## config.mk

```make
export PLATFORM = sky130hd
export DESIGN_NAME = opal_atom_stream_decoder_core
export DESIGN_NICKNAME = d
export VERILOG_FILES = /design/src/rtl/core/oasd_pkg.sv /design/src/rtl/core/oasd_front.sv /design/src/rtl/core/oasd_queue.sv /design/src/rtl/core/oasd_back.sv /design/src/rtl/core/opal_atom_stream_decoder_core.sv
export SDC_FILE = /design/constraint.sdc
export NUM_CORES = 1
export LEC_CHECK = 0
export BUFFER_PORTS_ARGS = -buffer_cell sky130_fd_sc_hd__clkbuf_2
export CAP_MARGIN = 40
export CORE_ASPECT_RATIO = 0.7
export CORE_MARGIN = 2
export CORE_UTILIZATION = 60
export DETAILED_ROUTE_END_ITERATION = 12
export PLACE_DENSITY = 0.79
export SLEW_MARGIN = 20
export SYNTH_ARGS = -nofsm -noshare
export SYNTH_HDL_FRONTEND = slang
export SYNTH_SLANG_ARGS = --single-unit
```

## constraint.sdc

```tcl
create_clock -name clk -period 20.8 [get_ports clk]
set_clock_uncertainty 0.05 [all_clocks]
set_input_delay 0 -clock clk [delete_from_list [all_inputs] [get_ports clk]]
set_output_delay 0 -clock clk [all_outputs]
set_load 0.01 [all_outputs]
```

## src/rtl/core/oasd_pkg.sv

```systemverilog
`timescale 1ns / 1ps
// Shared types and constants for the atom stream decoder.
// No dependencies; imported by every module of the core.
package oasd_pkg;

  localparam int TDATA_W = 96;  // payload_byte, atom_length, int_value
  localparam int TUSER_W = 9;   // payload_valid, atom_type, encoding, error_code

  // One decoded result, as it travels from the front through the queue to the back.
  typedef struct packed {
    logic [2:0]  error_code;
    logic [63:0] int_value;
    logic [23:0] atom_length;
    logic [2:0]  encoding;
    logic [1:0]  atom_type;
    logic        atom_done;
    logic [7:0]  payload_byte;
    logic        payload_valid;
  } res_t;

endpackage

```

## src/rtl/core/oasd_front.sv

```systemverilog
`timescale 1ns / 1ps
// Front end: token parser. Takes one raw byte per transfer and produces at
// most one result for the queue. Depends on oasd_pkg.
module oasd_front import oasd_pkg::*; (
  input  logic       clk,
  input  logic       rst_n,
  input  logic       in_accept,
  input  logic [7:0] in_byte,
  input  logic       in_end,
  output logic       res_valid,
  output res_t       res
);

  localparam logic [2:0] PH_IDLE    = 3'd0;
  localparam logic [2:0] PH_HEADER  = 3'd1;
  localparam logic [2:0] PH_INT     = 3'd2;
  localparam logic [2:0] PH_BIN     = 3'd3;
  localparam logic [2:0] PH_DISCARD = 3'd4;

  localparam logic [1:0] T_EMPTY = 2'd0;
  localparam logic [1:0] T_UINT  = 2'd1;
  localparam logic [1:0] T_INT   = 2'd2;
  localparam logic [1:0] T_BIN   = 2'd3;

  localparam logic [2:0] E_NONE   = 3'd0;
  localparam logic [2:0] E_TINY   = 3'd1;
  localparam logic [2:0] E_SHORT  = 3'd2;
  localparam logic [2:0] E_MEDIUM = 3'd3;
  localparam logic [2:0] E_LONG   = 3'd4;

  localparam logic [2:0] ERR_TOKEN  = 3'd1;
  localparam logic [2:0] ERR_TYPE   = 3'd2;
  localparam logic [2:0] ERR_INTLEN = 3'd3;
  localparam logic [2:0] ERR_TRUNC  = 3'd4;

  localparam logic [7:0] TOK_EMPTY    = 8'hFF;
  localparam logic [7:0] TOK_RESERVED = 8'hE4;

  logic [2:0]  phase_r, phase_nxt;
  logic [1:0]  hidx_r, hidx_nxt;
  logic [23:0] len_r, len_nxt;
  logic [23:0] rem_r, rem_nxt;
  logic [63:0] acc_r, acc_nxt;
  logic [1:0]  type_r, type_nxt;
  logic [2:0]  enc_r, enc_nxt;

  logic [23:0] rem_dec;
  logic [63:0] acc_base;
  logic        do_fin;
  logic [23:0] fin_len;
  logic        fail_req;
  logic [2:0]  fail_code;
  logic        go_header;
  logic [1:0]  flags;

  always_comb begin
    phase_nxt = phase_r;
    hidx_nxt  = hidx_r;
    len_nxt   = len_r;
    rem_nxt   = rem_r;
    acc_nxt   = acc_r;
    type_nxt  = type_r;
    enc_nxt   = enc_r;
    res_valid = 1'b0;
    res       = '0;
    do_fin    = 1'b0;
    fin_len   = len_r;
    fail_req  = 1'b0;
    fail_code = ERR_TRUNC;
    go_header = 1'b0;
    flags     = 2'd0;
    rem_dec   = rem_r - 24'd1;
    acc_base  = acc_r;

    if (in_accept) begin
      case (phase_r)
        PH_HEADER: begin
          // Shift in one more length byte.
          len_nxt  = {len_r[15:0], in_byte};
          hidx_nxt = hidx_r - 2'd1;
          if (hidx_nxt == 2'd0) begin
            do_fin  = 1'b1;
            fin_len = len_nxt;
          end else if (in_end) begin
            fail_req = 1'b1;
          end
        end
        PH_INT: begin
          // Sign-extend from the first payload byte of a signed integer.
          if (rem_r == len_r && type_r == T_INT && in_byte[7]) begin
            acc_base = '1;
          end
          acc_nxt = {acc_base[55:0], in_byte};
          rem_nxt = rem_dec;
          if (rem_dec == 24'd0) begin
            phase_nxt       = PH_IDLE;
            res_valid       = 1'b1;
            res.atom_done   = 1'b1;
            res.atom_type   = type_r;
            res.encoding    = enc_r;
            res.atom_length = len_r;
            res.int_value   = acc_nxt;
          end else if (in_end) begin
            fail_req = 1'b1;
          end
        end
        PH_BIN: begin
          rem_nxt = rem_dec;
          if (rem_dec == 24'd0 || !in_end) begin
            res_valid         = 1'b1;
            res.payload_valid = 1'b1;
            res.payload_byte  = in_byte;
            res.atom_done     = (rem_dec == 24'd0);
            res.atom_type     = type_r;
            res.encoding      = enc_r;
            res.atom_length   = len_r;
            if (rem_dec == 24'd0) begin
              phase_nxt = PH_IDLE;
            end
          end else begin
            fail_req = 1'b1;
          end
        end
        PH_DISCARD: begin
          if (in_end) begin
            phase_nxt = PH_IDLE;
          end
        end
        default: begin
          phase_nxt = PH_IDLE;
          if (in_byte == TOK_EMPTY) begin
            type_nxt      = T_EMPTY;
            enc_nxt       = E_NONE;
            res_valid     = 1'b1;
            res.atom_done = 1'b1;
            res.atom_type = T_EMPTY;
            res.encoding  = E_NONE;
          end else if (!in_byte[7]) begin
            // Tiny atom: value lives in the token byte itself.
            type_nxt      = in_byte[6] ? T_INT : T_UINT;
            enc_nxt       = E_TINY;
            res_valid     = 1'b1;
            res.atom_done = 1'b1;
            res.atom_type = type_nxt;
            res.encoding  = E_TINY;
            res.int_value = {{58{in_byte[6] & in_byte[5]}}, in_byte[5:0]};
          end else if (in_byte >= TOK_RESERVED) begin
            fail_req  = 1'b1;
            fail_code = ERR_TOKEN;
          end else if (!in_byte[6]) begin
            enc_nxt = E_SHORT;
            flags   = in_byte[5:4];
            if (flags == 2'd3) begin
              fail_req  = 1'b1;
              fail_code = ERR_TYPE;
            end else begin
              type_nxt = flags + 2'd1;
              len_nxt  = {20'd0, in_byte[3:0]};
              do_fin   = 1'b1;
              fin_len  = len_nxt;
            end
          end else if (!in_byte[5]) begin
            enc_nxt = E_MEDIUM;
            flags   = in_byte[4:3];
            if (flags == 2'd3) begin
              fail_req  = 1'b1;
              fail_code = ERR_TYPE;
            end else begin
              type_nxt  = flags + 2'd1;
              len_nxt   = {21'd0, in_byte[2:0]};
              hidx_nxt  = 2'd1;
              go_header = 1'b1;
            end
          end else begin
            enc_nxt = E_LONG;
            flags   = in_byte[1:0];
            if (flags == 2'd3) begin
              fail_req  = 1'b1;
              fail_code = ERR_TYPE;
            end else begin
              type_nxt  = flags + 2'd1;
              len_nxt   = 24'd0;
              hidx_nxt  = 2'd3;
              go_header = 1'b1;
            end
          end
        end
      endcase

      if (go_header) begin
        if (in_end) begin
          fail_req = 1'b1;
        end else begin
          phase_nxt = PH_HEADER;
        end
      end

      // Header complete: decide between payload, empty binary atom and errors.
      if (do_fin) begin
        if (type_nxt == T_BIN) begin
          if (fin_len == 24'd0) begin
            phase_nxt     = PH_IDLE;
            res_valid     = 1'b1;
            res.atom_done = 1'b1;
            res.atom_type = type_nxt;
            res.encoding  = enc_nxt;
          end else if (in_end) begin
            fail_req = 1'b1;
          end else begin
            rem_nxt   = fin_len;
            phase_nxt = PH_BIN;
          end
        end else if (fin_len == 24'd0 || fin_len > 24'd8) begin
          fail_req  = 1'b1;
          fail_code = ERR_INTLEN;
        end else if (in_end) begin
          fail_req = 1'b1;
        end else begin
          rem_nxt   = fin_len;
          acc_nxt   = '0;
          phase_nxt = PH_INT;
        end
      end

      // Error: report only the code, then drop bytes to the buffer end.
      if (fail_req) begin
        res_valid      = 1'b1;
        res            = '0;
        res.error_code = fail_code;
        phase_nxt      = in_end ? PH_IDLE : PH_DISCARD;
      end
    end
  end

  always_ff @(posedge clk) begin
    if (!rst_n) begin
      phase_r <= PH_IDLE;
      hidx_r  <= 2'd0;
      len_r   <= 24'd0;
      rem_r   <= 24'd0;
      acc_r   <= 64'd0;
      type_r  <= T_EMPTY;
      enc_r   <= E_NONE;
    end else begin
      phase_r <= phase_nxt;
      hidx_r  <= hidx_nxt;
      len_r   <= len_nxt;
      rem_r   <= rem_nxt;
      acc_r   <= acc_nxt;
      type_r  <= type_nxt;
      enc_r   <= enc_nxt;
    end
  end

  a_err_clean: assert property (@(posedge clk) disable iff (!rst_n)
    (res_valid && res.error_code != 3'd0) |->
      (!res.atom_done && !res.payload_valid && res.int_value == 64'd0))
    else $error("error result carries atom fields");

  a_err_discard: assert property (@(posedge clk) disable iff (!rst_n)
    (res_valid && res.error_code != 3'd0 && !in_end) |=> (phase_r == PH_DISCARD))
    else $error("error without buffer end did not enter discard");

  a_discard_quiet: assert property (@(posedge clk) disable iff (!rst_n)
    (in_accept && phase_r == PH_DISCARD) |=> (phase_r == PH_IDLE || phase_r == PH_DISCARD))
    else $error("discard left to a payload phase");

endmodule

```

## src/rtl/core/oasd_queue.sv

```systemverilog
`timescale 1ns / 1ps
// Short result queue between the parser front and the output back.
// Depends on oasd_pkg for the result type.
module oasd_queue import oasd_pkg::*; #(
  parameter int DEPTH = 4
) (
  input  logic clk,
  input  logic rst_n,
  input  logic push,
  input  res_t push_data,
  output logic full,
  input  logic pop,
  output logic q_valid,
  output res_t q_data
);

  localparam int PW = (DEPTH > 1) ? $clog2(DEPTH) : 1;
  localparam int CW = $clog2(DEPTH + 1);
  localparam logic [PW-1:0] PTR_LAST = PW'(DEPTH - 1);
  localparam logic [CW-1:0] CNT_FULL = CW'(DEPTH);

  res_t          entries_r [DEPTH];
  logic [PW-1:0] wr_ptr_r, wr_ptr_nxt;
  logic [PW-1:0] rd_ptr_r, rd_ptr_nxt;
  logic [CW-1:0] count_r, count_nxt;

  assign full    = (count_r == CNT_FULL);
  assign q_valid = (count_r != '0);
  assign q_data  = entries_r[rd_ptr_r];

  always_comb begin
    wr_ptr_nxt = wr_ptr_r;
    rd_ptr_nxt = rd_ptr_r;
    count_nxt  = count_r;
    if (push) begin
      wr_ptr_nxt = (wr_ptr_r == PTR_LAST) ? '0 : wr_ptr_r + 1'b1;
    end
    if (pop) begin
      rd_ptr_nxt = (rd_ptr_r == PTR_LAST) ? '0 : rd_ptr_r + 1'b1;
    end
    if (push && !pop) begin
      count_nxt = count_r + 1'b1;
    end else if (pop && !push) begin
      count_nxt = count_r - 1'b1;
    end
  end

  always_ff @(posedge clk) begin
    if (push) begin
      entries_r[wr_ptr_r] <= push_data;
    end
  end

  always_ff @(posedge clk) begin
    if (!rst_n) begin
      wr_ptr_r <= '0;
      rd_ptr_r <= '0;
      count_r  <= '0;
    end else begin
      wr_ptr_r <= wr_ptr_nxt;
      rd_ptr_r <= rd_ptr_nxt;
      count_r  <= count_nxt;
    end
  end

  a_no_overflow: assert property (@(posedge clk) disable iff (!rst_n)
    push |-> (!full || pop))
    else $error("push into full queue");

  a_no_underflow: assert property (@(posedge clk) disable iff (!rst_n)
    pop |-> q_valid)
    else $error("pop from empty queue");

  a_count_range: assert property (@(posedge clk) disable iff (!rst_n)
    count_r <= CNT_FULL)
    else $error("queue count out of range");

endmodule

```

## src/rtl/core/oasd_back.sv

```systemverilog
`timescale 1ns / 1ps
// Back end: output register that pulls results from the queue and drives
// the result stream. Depends on oasd_pkg.
module oasd_back import oasd_pkg::*; (
  input  logic               clk,
  input  logic               rst_n,
  input  logic               q_valid,
  input  res_t               q_data,
  output logic               q_pop,
  output logic               out_tvalid,
  input  logic               out_tready,
  output logic [TDATA_W-1:0] out_tdata,
  output logic [TUSER_W-1:0] out_tuser,
  output logic               out_tlast
);

  logic valid_r, valid_nxt;
  res_t data_r;

  // Load whenever the register is empty or its result leaves this cycle.
  assign q_pop     = q_valid && (!valid_r || out_tready);
  assign valid_nxt = q_pop || (valid_r && !out_tready);

  always_ff @(posedge clk) begin
    if (!rst_n) begin
      valid_r <= 1'b0;
    end else begin
      valid_r <= valid_nxt;
    end
  end

  always_ff @(posedge clk) begin
    if (q_pop) begin
      data_r <= q_data;
    end
  end

  assign out_tvalid = valid_r;
  assign out_tdata  = {data_r.int_value, data_r.atom_length, data_r.payload_byte};
  assign out_tuser  = {data_r.error_code, data_r.encoding, data_r.atom_type,
                       data_r.payload_valid};
  assign out_tlast  = data_r.atom_done;

  a_fill: assert property (@(posedge clk) disable iff (!rst_n)
    (q_valid && !valid_r) |=> valid_r)
    else $error("pending result not loaded into empty output register");

  a_drain: assert property (@(posedge clk) disable iff (!rst_n)
    (valid_r && out_tready && !q_valid) |=> !valid_r)
    else $error("output register kept a taken result");

  a_hold: assert property (@(posedge clk) disable iff (!rst_n)
    (valid_r && !out_tready) |=> (valid_r && $stable(data_r)))
    else $error("waiting result changed before it was taken");

endmodule

```

## src/rtl/core/opal_atom_stream_decoder_core.sv

```systemverilog
`timescale 1ns / 1ps
// Top level of the storage atom stream decoder: parser front, result queue
// and output back end. Depends on oasd_pkg, oasd_front, oasd_queue, oasd_back.
//
//   channel | direction | tdata                    | tuser / tlast
//   in_     | sink      | raw token byte           | tlast = buffer end
//   out_    | source    | byte, length, int value  | tuser = flags/codes, tlast = atom done
//
// Cycles: one byte per clock is accepted while in_tready is high; each byte is parsed
//   in the cycle it is taken, and its result is written into the queue and then
//   loaded into the output register before it appears on out_. Sustained rate is
//   one byte per cycle while the queue has room, set by the parser step.
// Reset: rst_n synchronous, active low; parser returns to idle, queue empties.
// Stalls: in_tready drops only when the result queue (QUEUE_DEPTH entries)
//   is full; the output register keeps a waiting result while bytes flow in.
module opal_atom_stream_decoder_core import oasd_pkg::*; #(
  parameter int QUEUE_DEPTH = 4
) (
  input  logic               clk,
  input  logic               rst_n,
  // Input stream
  input  logic               in_tvalid,
  output logic               in_tready,
  input  logic [7:0]         in_tdata,   // [7:0] in_byte
  input  logic               in_tlast,   // buffer_end
  // Result stream
  output logic               out_tvalid,
  input  logic               out_tready,
  output logic [TDATA_W-1:0] out_tdata,  // [7:0] payload_byte, [31:8] atom_length,
                                         // [95:32] int_value
  output logic [TUSER_W-1:0] out_tuser,  // [0] payload_valid, [2:1] atom_type,
                                         // [5:3] encoding, [8:6] error_code
  output logic               out_tlast   // atom_done
);

  logic in_accept;
  logic res_valid;
  res_t res;
  logic q_full;
  logic q_valid;
  logic q_pop;
  res_t q_data;

  // Accept a byte whenever the queue has room for the result it may cause.
  assign in_tready = !q_full;
  assign in_accept = in_tvalid && in_tready;

  oasd_front u_front (
    .clk       (clk),
    .rst_n     (rst_n),
    .in_accept (in_accept),
    .in_byte   (in_tdata),
    .in_end    (in_tlast),
    .res_valid (res_valid),
    .res       (res)
  );

  oasd_queue #(
    .DEPTH (QUEUE_DEPTH)
  ) u_queue (
    .clk       (clk),
    .rst_n     (rst_n),
    .push      (res_valid),
    .push_data (res),
    .full      (q_full),
    .pop       (q_pop),
    .q_valid   (q_valid),
    .q_data    (q_data)
  );

  oasd_back u_back (
    .clk        (clk),
    .rst_n      (rst_n),
    .q_valid    (q_valid),
    .q_data     (q_data),
    .q_pop      (q_pop),
    .out_tvalid (out_tvalid),
    .out_tready (out_tready),
    .out_tdata  (out_tdata),
    .out_tuser  (out_tuser),
    .out_tlast  (out_tlast)
  );

endmodule

```

==> qor.yml, run 1 <==
floorplan:
  ioPinCount: 121
  rows: 64
  initial_core_util_pct: 61.0
  dieArea_mm2: 0.0462
  die_h_um: 181
  die_w_um: 256
  core_area_mm2: 0.0438
setup_path:
  cp_top_family: "simple AND/OR/NAND/NOR gates"
  end_kind: "flop"
  critPathLaunchType: "primary input"
  critPathMaxFanout: 46
  cp_cell_sequence: "dlygate4sd3_1 > clkbuf_2 > ha_1 > or3b_2 > a21oi_1 > a311oi_1 > buf_4 > a2111oi_0 > and4_1 > and3_1 > nor3b_2 > nor2b_1 > a21oi_2 > and2_4 > buf_16 > buf_4"
  cp_common_cell: "buf_4"
  slowest_delay_ns: 0.62
  critPathSlowestCell: "buf_4"
  cp.buffers_inverters: 5
  critical_path_class: "primary input to flop"
  cp.arrival_ns: 5.92
  cp.required_ns: 20.99
cells_and_area:
  seq_area_mm2: 0.0184
  instances_no_fill: 2511
  syn2layout_area_growth_pct: 12.5
  drive_above_1_share_pct: 20.1
  multiInputGateArea_mm2: 0.00776
  nNetsFinal: 1896
  nFillCells: 2855
  fin_util_pct: 68.6
worst_hold_path:
  hp-class: "primary input to flop"
clock_tree:
  cts.sinks: 652
  cts_tree: "done"
  cts_setup_buffers: 0
  insertion_delay_ns: 0.63
  clk_pin_slew_ns: 0.06
  cts_buffers: 56
  htreeDepth: 2
  root_buffer: "clkbuf_16"
  ctsResizeCount: 0
  cts_max_path_buffers: 3
detailed_routing:
  drc_errors: 0
  wl_mm: 61.8
  avgViaCountPerCell: 6.33
  vias: 15888
  drt-pass1-iter-count: 6
  dr.first_iter.drc_count: 1833
  routedWlPerCell_um: 24.6
  ant_nets: 0
logic_synthesis:
  synth_edf_count: 530
  avgSynthCellArea_um2: 15.0
  post-synth-top-count-cell: "edfxtp_1"
  synth_cells: 1777
  synth_area_mm2: 0.0267
  synth-seq-cells: 652
  ys_seq_area_share_pct: 68.7
  ys.flop_type: "edfxtp_1"
  yosys.area.top_type: "edfxtp_1"
  yosysUniqueCellTypes: 80
  synth_top_area_share_pct: 59.6
  synth_area_leaders: "edfxtp_1 60%, dfxtp_1 9.1%, mux4_2 8.9%, nand2_1 1.7%, o21ai_0 1.7%"
  synth_nets: 1805
  yosys_warnings: 0
  synth_common_cells: "530 x edfxtp_1, 122 x dfxtp_1, 119 x nand2_1"
  async_flop_share_pct: 0
flow_run:
  cap_violations: 0
power:
  p_comb_share_pct: 21.3
  peakVddDrop_v: 0.000113
  swShare_pct: 27.5
  p_int_mw: 2.62
  p_sw_mw: 0.995
  p_leak_nw: 9.80
  seq_power_share_pct: 48.9
  cellPowerDensity_mw_per_mm2: 120
  clockPowerShare_pct: 29.8
timing:
  hold_slack_ns: 0.184
  fin_ws_ns: 15.07
  fin_tns_setup_ns: 0
  post-route-period-util_pct: 27.6
  worst_slew_pin_slew_ns: 0.905
  rsz0062_at_grt: "false"
  setup_viol: 0
  fmax_mhz: 175
  slew_headroom_pct: 38.8
  hold_viol: 0
  maxSlewViolCount: 0
  fin_crit_ns: 5.73
grt:
  track_usage_pct: 26.7
  grt_first_pass_wirelength_mm: 94.3
  grt_max_degree: 59
  antenna_found_initial: 0
  grt_overflow: 0
  grt_pass1_vias: 15331
placement:
  dp_hpwl_mm: 38.6
  port-buffer-count: 120
  place_congestion: 0.989
  place_inst: 2392
  post-place-ws_ns: 15.16
run_status:
  status: "complete, no violations"
per-layer routing:
metal,share of wire (%),track usage [%],vias to the layer above
li1,-,-,7034
met2,44,38.0,814
met3,10,7.55,90
met5,0,0,-
met4,2.0,6.53,0
met1,44,41.1,7950
flip-flops by register name, summed over array words and instances, names as in the netlist:
register	flops
u_back.out_tdata	96
u_back.out_tlast	1
u_back.out_tuser	9
u_back.out_tvalid	1
u_front.acc_r	56
u_front.enc_r	3
u_front.hidx_r	2
u_front.len_r	24
u_front.phase_r	3
u_front.rem_r	24
u_front.type_r	2
u_queue.count_r	3
u_queue.entries_r	424
u_queue.rd_ptr_r	2
u_queue.wr_ptr_r	2
layout make-up:
cell class,instances,share of cell area [%]
repair buffers,170,3.92
well taps,594,2.47
multi-input cells,964,25.8
inverters,24,0.300
clock buffers,68,4.85
flip-flops and latches,652,61.1
clock inverters,38,1.51
diodes,1,0.00833
power groups by stage:
stage | logic (mW) | registers, mW | clock network (mW)
final | 0.771 | 1.77 | 1.08
after floorplan | 0.447 | 1.84 | 0
after CTS | 0.785 | 1.77 | 1.09
after global routing | 0.827 | 1.79 | 1.14
after global placement | 0.737 | 1.79 | 0
after detailed placement | 0.776 | 1.80 | 0
stage by stage:
| stage | total power [mW] | area (µm²) |
|---|---|---|
| 2_1_floorplan | 2.29 | 26700 |
| 3_3_place_gp | 2.53 | 27800 |
| 3_5_place_dp | 2.57 | 28000 |
| 4_1_cts | 3.65 | 30100 |
| 5_1_grt | 3.76 | 30100 |
| 6_report | 3.62 | 30100 |
cells by family (layout without fill, tap and decap cells):
logic type               Yosys count  count (layout)  share of synthesized area (%)
adder cells (fa/ha/maj)           16              16                          0.773
multiplexers                     118             118                           9.39
XOR/XNOR                          29              29                          0.951
flip-flops                       652             652                           68.7
AO/OA/AOI/OAI                    398             398                           9.80
buffers and inverters            161             300                           2.43
other                              0               1                              0
AND/OR/NAND/NOR                  403             403                           7.93
placed cells by master, fill, tap and decap left out, drive strengths merged, types with 4 or more instances in the layout:
cell type / Yosys / routed
mux4: 106 / 106
mux2i: 12 / 12
nor2: 62 / 62
a211oi: 4 / 4
clkinv: 1 / 26
dlygate4sd3: 0 / 12
or2: 7 / 7
a22oi: 42 / 42
bufinv: 0 / 8
nor2b: 36 / 36
a31oi: 5 / 5
nor4: 12 / 12
or4: 4 / 4
o22ai: 15 / 15
and2: 48 / 48
o21ai: 96 / 96
xnor2: 20 / 20
a21boi: 43 / 43
nand2b: 17 / 17
a2bb2oi: 7 / 7
nand2: 119 / 119
nor3: 30 / 30
inv: 23 / 27
a221oi: 7 / 7
clkbuf: 100 / 188
ha: 14 / 14
buf: 37 / 38
nand3: 18 / 18
a21oi: 83 / 83
o211ai: 6 / 6
and3: 12 / 12
o211a: 4 / 4
a2111oi: 4 / 4
o21a: 58 / 58
xor2: 9 / 9
edfxtp: 530 / 530
nand4: 12 / 12
nor3b: 10 / 10
dfxtp: 122 / 122
what timing repair did:
item,4_1_cts,5_1_grt
endpoints found under the setup margin,0,0
hold buffers,12,0
endpoints found under the hold margin,87,0
final timing paths:
kind                                        from                                 end  slack [ns]  depth (start not counted)
setup reg to reg  u_front.hidx_r[0]$_SDFFE_PN0P_  u_queue.entries_r[0][16]$_DFFE_PP_       15.10                         14
setup / recovery                     in_tdata[5]  u_queue.entries_r[0][16]$_DFFE_PP_       15.07                         16
hold reg to reg   u_front.acc_r[48]$_SDFFE_PN0P_      u_front.acc_r[48]$_SDFFE_PN0P_        0.42                          2
hold / removal                        out_tready        u_back.out_tvalid$_SDFF_PN0_        0.18                          5
worst min-delay path: cells and delay by family:
family          cells  cell delay, ns
buf+inv             3            0.68
compound gates      1            0.05
simple gates        1            0.07
No activity file was read; power rests on OpenSTA's default activity.
==> inputs of run 2 (changes only) <==
CORE_UTILIZATION = 55   (was 60)
PLACE_DENSITY = 0.76   (was 0.79)
clock period = 5.18 ns   (was 20.8 ns; I/O delays follow)
==> run 2 against run 1 <==
Compared with the run above:
- sequential share of layout area shrank 0.59 points
- sequential power grew to 4.0 times the previous value
- wire length grew 2.9%
- utilization shrank 5.2 points
- die area grew 8.9%
- critical path type is now flop to flop
==> qor.yml, run 2 (same netlist as run 1, synthesis figures left out) <==
clock_tree:
  clk_pin_slew_ns: 0.06  # about the same
  cts.sinks: 652  # unchanged
  root_buffer: "clkbuf_16"
  cts_buffers: 56  # unchanged
  cts_max_path_buffers: 3  # unchanged
  cts_setup_buffers: 0  # unchanged
  insertion_delay_ns: 0.63  # about the same
  cts_tree: "done"
  htreeDepth: 2  # unchanged
floorplan:
  initial_core_util_pct: 55.8  # -5.2 points
  rows: 67  # +4.7%
  die_h_um: 188  # +4.3%
  dieArea_mm2: 0.0504  # +8.9%
  core_area_mm2: 0.0479  # +9.3%
  ioPinCount: 121  # unchanged
  die_w_um: 267  # +4.4%
worst_hold_path:
  hold_path_end: "u_back.out_tvalid$_SDFF_PN0_"
  min-delay-start: "out_tready"
  hp-class: "primary input to flop"
  hold_depth: 5  # unchanged
detailed_routing:
  wl_mm: 63.6  # +2.9%
  ant_nets: 0  # unchanged
  vias: 16125  # +1.5%
  avgViaCountPerCell: 6.23  # -1.6%
  dr.first_iter.drc_count: 2153  # +17%
  drc_errors: 0  # unchanged
  drt-pass1-iter-count: 6  # unchanged
  routedWlPerCell_um: 24.6  # -0.22%
cells_and_area:
  antenna-diode-count: 0  # -1
  layout_common_cells: "530 x edfxtp_1, 120 x clkbuf_2, 120 x dfxtp_1"
  final_common_cell: "edfxtp_1"
  nNetsFinal: 1916  # +1.1%
  largest_reg_flops: 424  # unchanged
  fin_util_pct: 63.4  # -5.2 points
  nFillCells: 3341  # +17%
  syn2layout_area_growth_pct: 13.6
  drive_above_1_share_pct: 21.1  # +0.99 points
  regMostFlops: "u_queue.entries_r"
setup_path:
  cp.arrival_ns: 5.13  # -0.79 ns
  cp_top_family: "simple AND/OR/NAND/NOR gates"
  cp.buffers_inverters: 4  # -1
  end_kind: "flop"
  critPathMaxFanout: 11  # -76%
  critPathLaunchType: "flop"
  r2r_cells: 17  # +3
  critical_path_class: "flop to flop"
  slowest_delay_ns: 0.49  # -0.13 ns
  r2r_start: "u_front.rem_r[1]$_SDFFE_PN0P_"
  reg2reg_slack_ns: 0.54  # -14.56 ns
  cp_common_cell: "inv_1"
  cp_cell_sequence: "inv_1 > ha_1 > inv_1 > nor4_1 > xnor2_1 > nand3_1 > nor4b_1 > buf_4 > a2111oi_0 > o311a_1 > a21oi_2 > ha_1 > inv_1 > fa_1 > xor2_1 > or3_1 > a21oi_1"
  critPathSlowestCell: "nor4_1"
  cp.required_ns: 5.68  # -15.31 ns
  r2r-end: "u_queue.count_r[2]$_SDFFE_PN0P_"
timing:
  fin_tns_setup_ns: 0  # unchanged
  fin_crit_ns: 4.64
  rsz0062_at_grt: "false"
  slew_headroom_pct: 36.9  # -2.0 points
  worst_slew_pin_slew_ns: 0.940  # +0.0350 ns
  hold_viol: 0  # unchanged
  hold_slack_ns: 0.218  # +0.0341 ns
  maxSlewViolCount: 0  # unchanged
  post-route-period-util_pct: 89.5
  fmax_mhz: 216
  setup_viol: 0  # unchanged
grt:
  grt_overflow: 0  # unchanged
  grt_pass1_vias: 15500  # +1.1%
  track_usage_pct: 25.5  # -1.2 points
  grt_max_degree: 79  # +34%
  grt_first_pass_wirelength_mm: 96.7  # +2.5%
  antenna_found_initial: 1  # +1
power:
  peakVddDrop_v: 0.000312  # +180%
  p_leak_nw: 9.89  # +0.87%
  cellPowerDensity_mw_per_mm2: 484  # +300%
run_status:
  status: "complete, no violations"
flow_run:
  cap_violations: 0  # unchanged
placement:
  place_congestion: 0.939  # -5.1%
  dp_hpwl_mm: 40.3  # +4.2%
  port-buffer-count: 120  # unchanged
## run 2: cell count changes in the layout (fill, tap and decap cells not counted), moves of 4 or more
cell,before,now
buf_12,2,13
buf_16,7,1
buf_4,28,42
clkbuf_8,1,5
clkinv_1,9,4
clkinv_2,13,5
clkinvlp_4,1,10
## run 2: worst max-delay path by stage
stage / start / end / slack (ns) / depth (start not counted)
2_1_floorplan: u_back.out_tvalid$_SDFF_PN0_ / u_queue.count_r[2]$_SDFFE_PN0P_ / 0.15 / 8
3_3_place_gp: u_front.rem_r[5]$_SDFFE_PN0P_ / u_queue.count_r[2]$_SDFFE_PN0P_ / 0.81 / 16
3_5_place_dp: u_front.rem_r[5]$_SDFFE_PN0P_ / u_queue.count_r[2]$_SDFFE_PN0P_ / 0.65 / 16
4_1_cts: u_front.rem_r[5]$_SDFFE_PN0P_ / u_queue.count_r[2]$_SDFFE_PN0P_ / 0.61 / 16
5_1_grt: u_front.rem_r[5]$_SDFFE_PN0P_ / u_queue.count_r[2]$_SDFFE_PN0P_ / 0.11 / 16
6_report: u_front.rem_r[1]$_SDFFE_PN0P_ / u_queue.count_r[2]$_SDFFE_PN0P_ / 0.54 / 17
## run 2: cell type report
cell class,instances,area (µm²),share of cell area [%]
Timing Repair Buffer,190,1330,4.39
Multi-Input combinational cell,964,7760,25.6
Sequential cell,652,18400,60.5
Clock inverter,32,437,1.44
Tap cell,655,820,2.70
Inverter,24,90.1,0.297
Clock buffer,73,1540,5.06
## run 2: repair_timing
item | in CTS | in global routing
hold buffers | 12 | 0
resized for setup | 0 | 0
endpoints found under the hold margin | 62 | 0
## run 2: power by group
part | internal, mW | leakage [nW] | switching, mW | total (mW)
clock network | 2.56 | 0.931 | 1.90 | 4.46
registers | 6.75 | 5.77 | 0.374 | 7.13
logic | 1.33 | 3.19 | 1.78 | 3.11
## run 2: worst min-delay path: cells and delay by family
kind	cells	cell delay, ns
AND/OR/NAND/NOR	1	0.08
buffers and inverters	3	0.70
AO/OA/AOI/OAI	1	0.05
## run 2: metal layers
metal	part of all wire (%)	GRT usage, %	routed length [µm]	vias to the layer above
met1	45	41.2	28600	8142
li1	-	-	-	7067
met3	9.8	5.02	6220	88
met4	1.8	5.68	1150	0
met2	43	35.9	27600	828
met5	0	0	0	-
## run 2: per-stage QoR
step / instance area [µm²] / setup WS [ns] / total power, mW / cells
floorplan: 26700 / 0.146 / 9.13 / 1777
global placement: 28200 / 0.807 / 10.3 / 2469
detailed placement: 28200 / 0.649 / 10.4 / 2472
CTS: 30300 / 0.609 / 14.8 / 2589
global route: 30300 / 0.107 / 15.3 / 2590
finish: 30300 / 0.544 / 14.7 / 2590
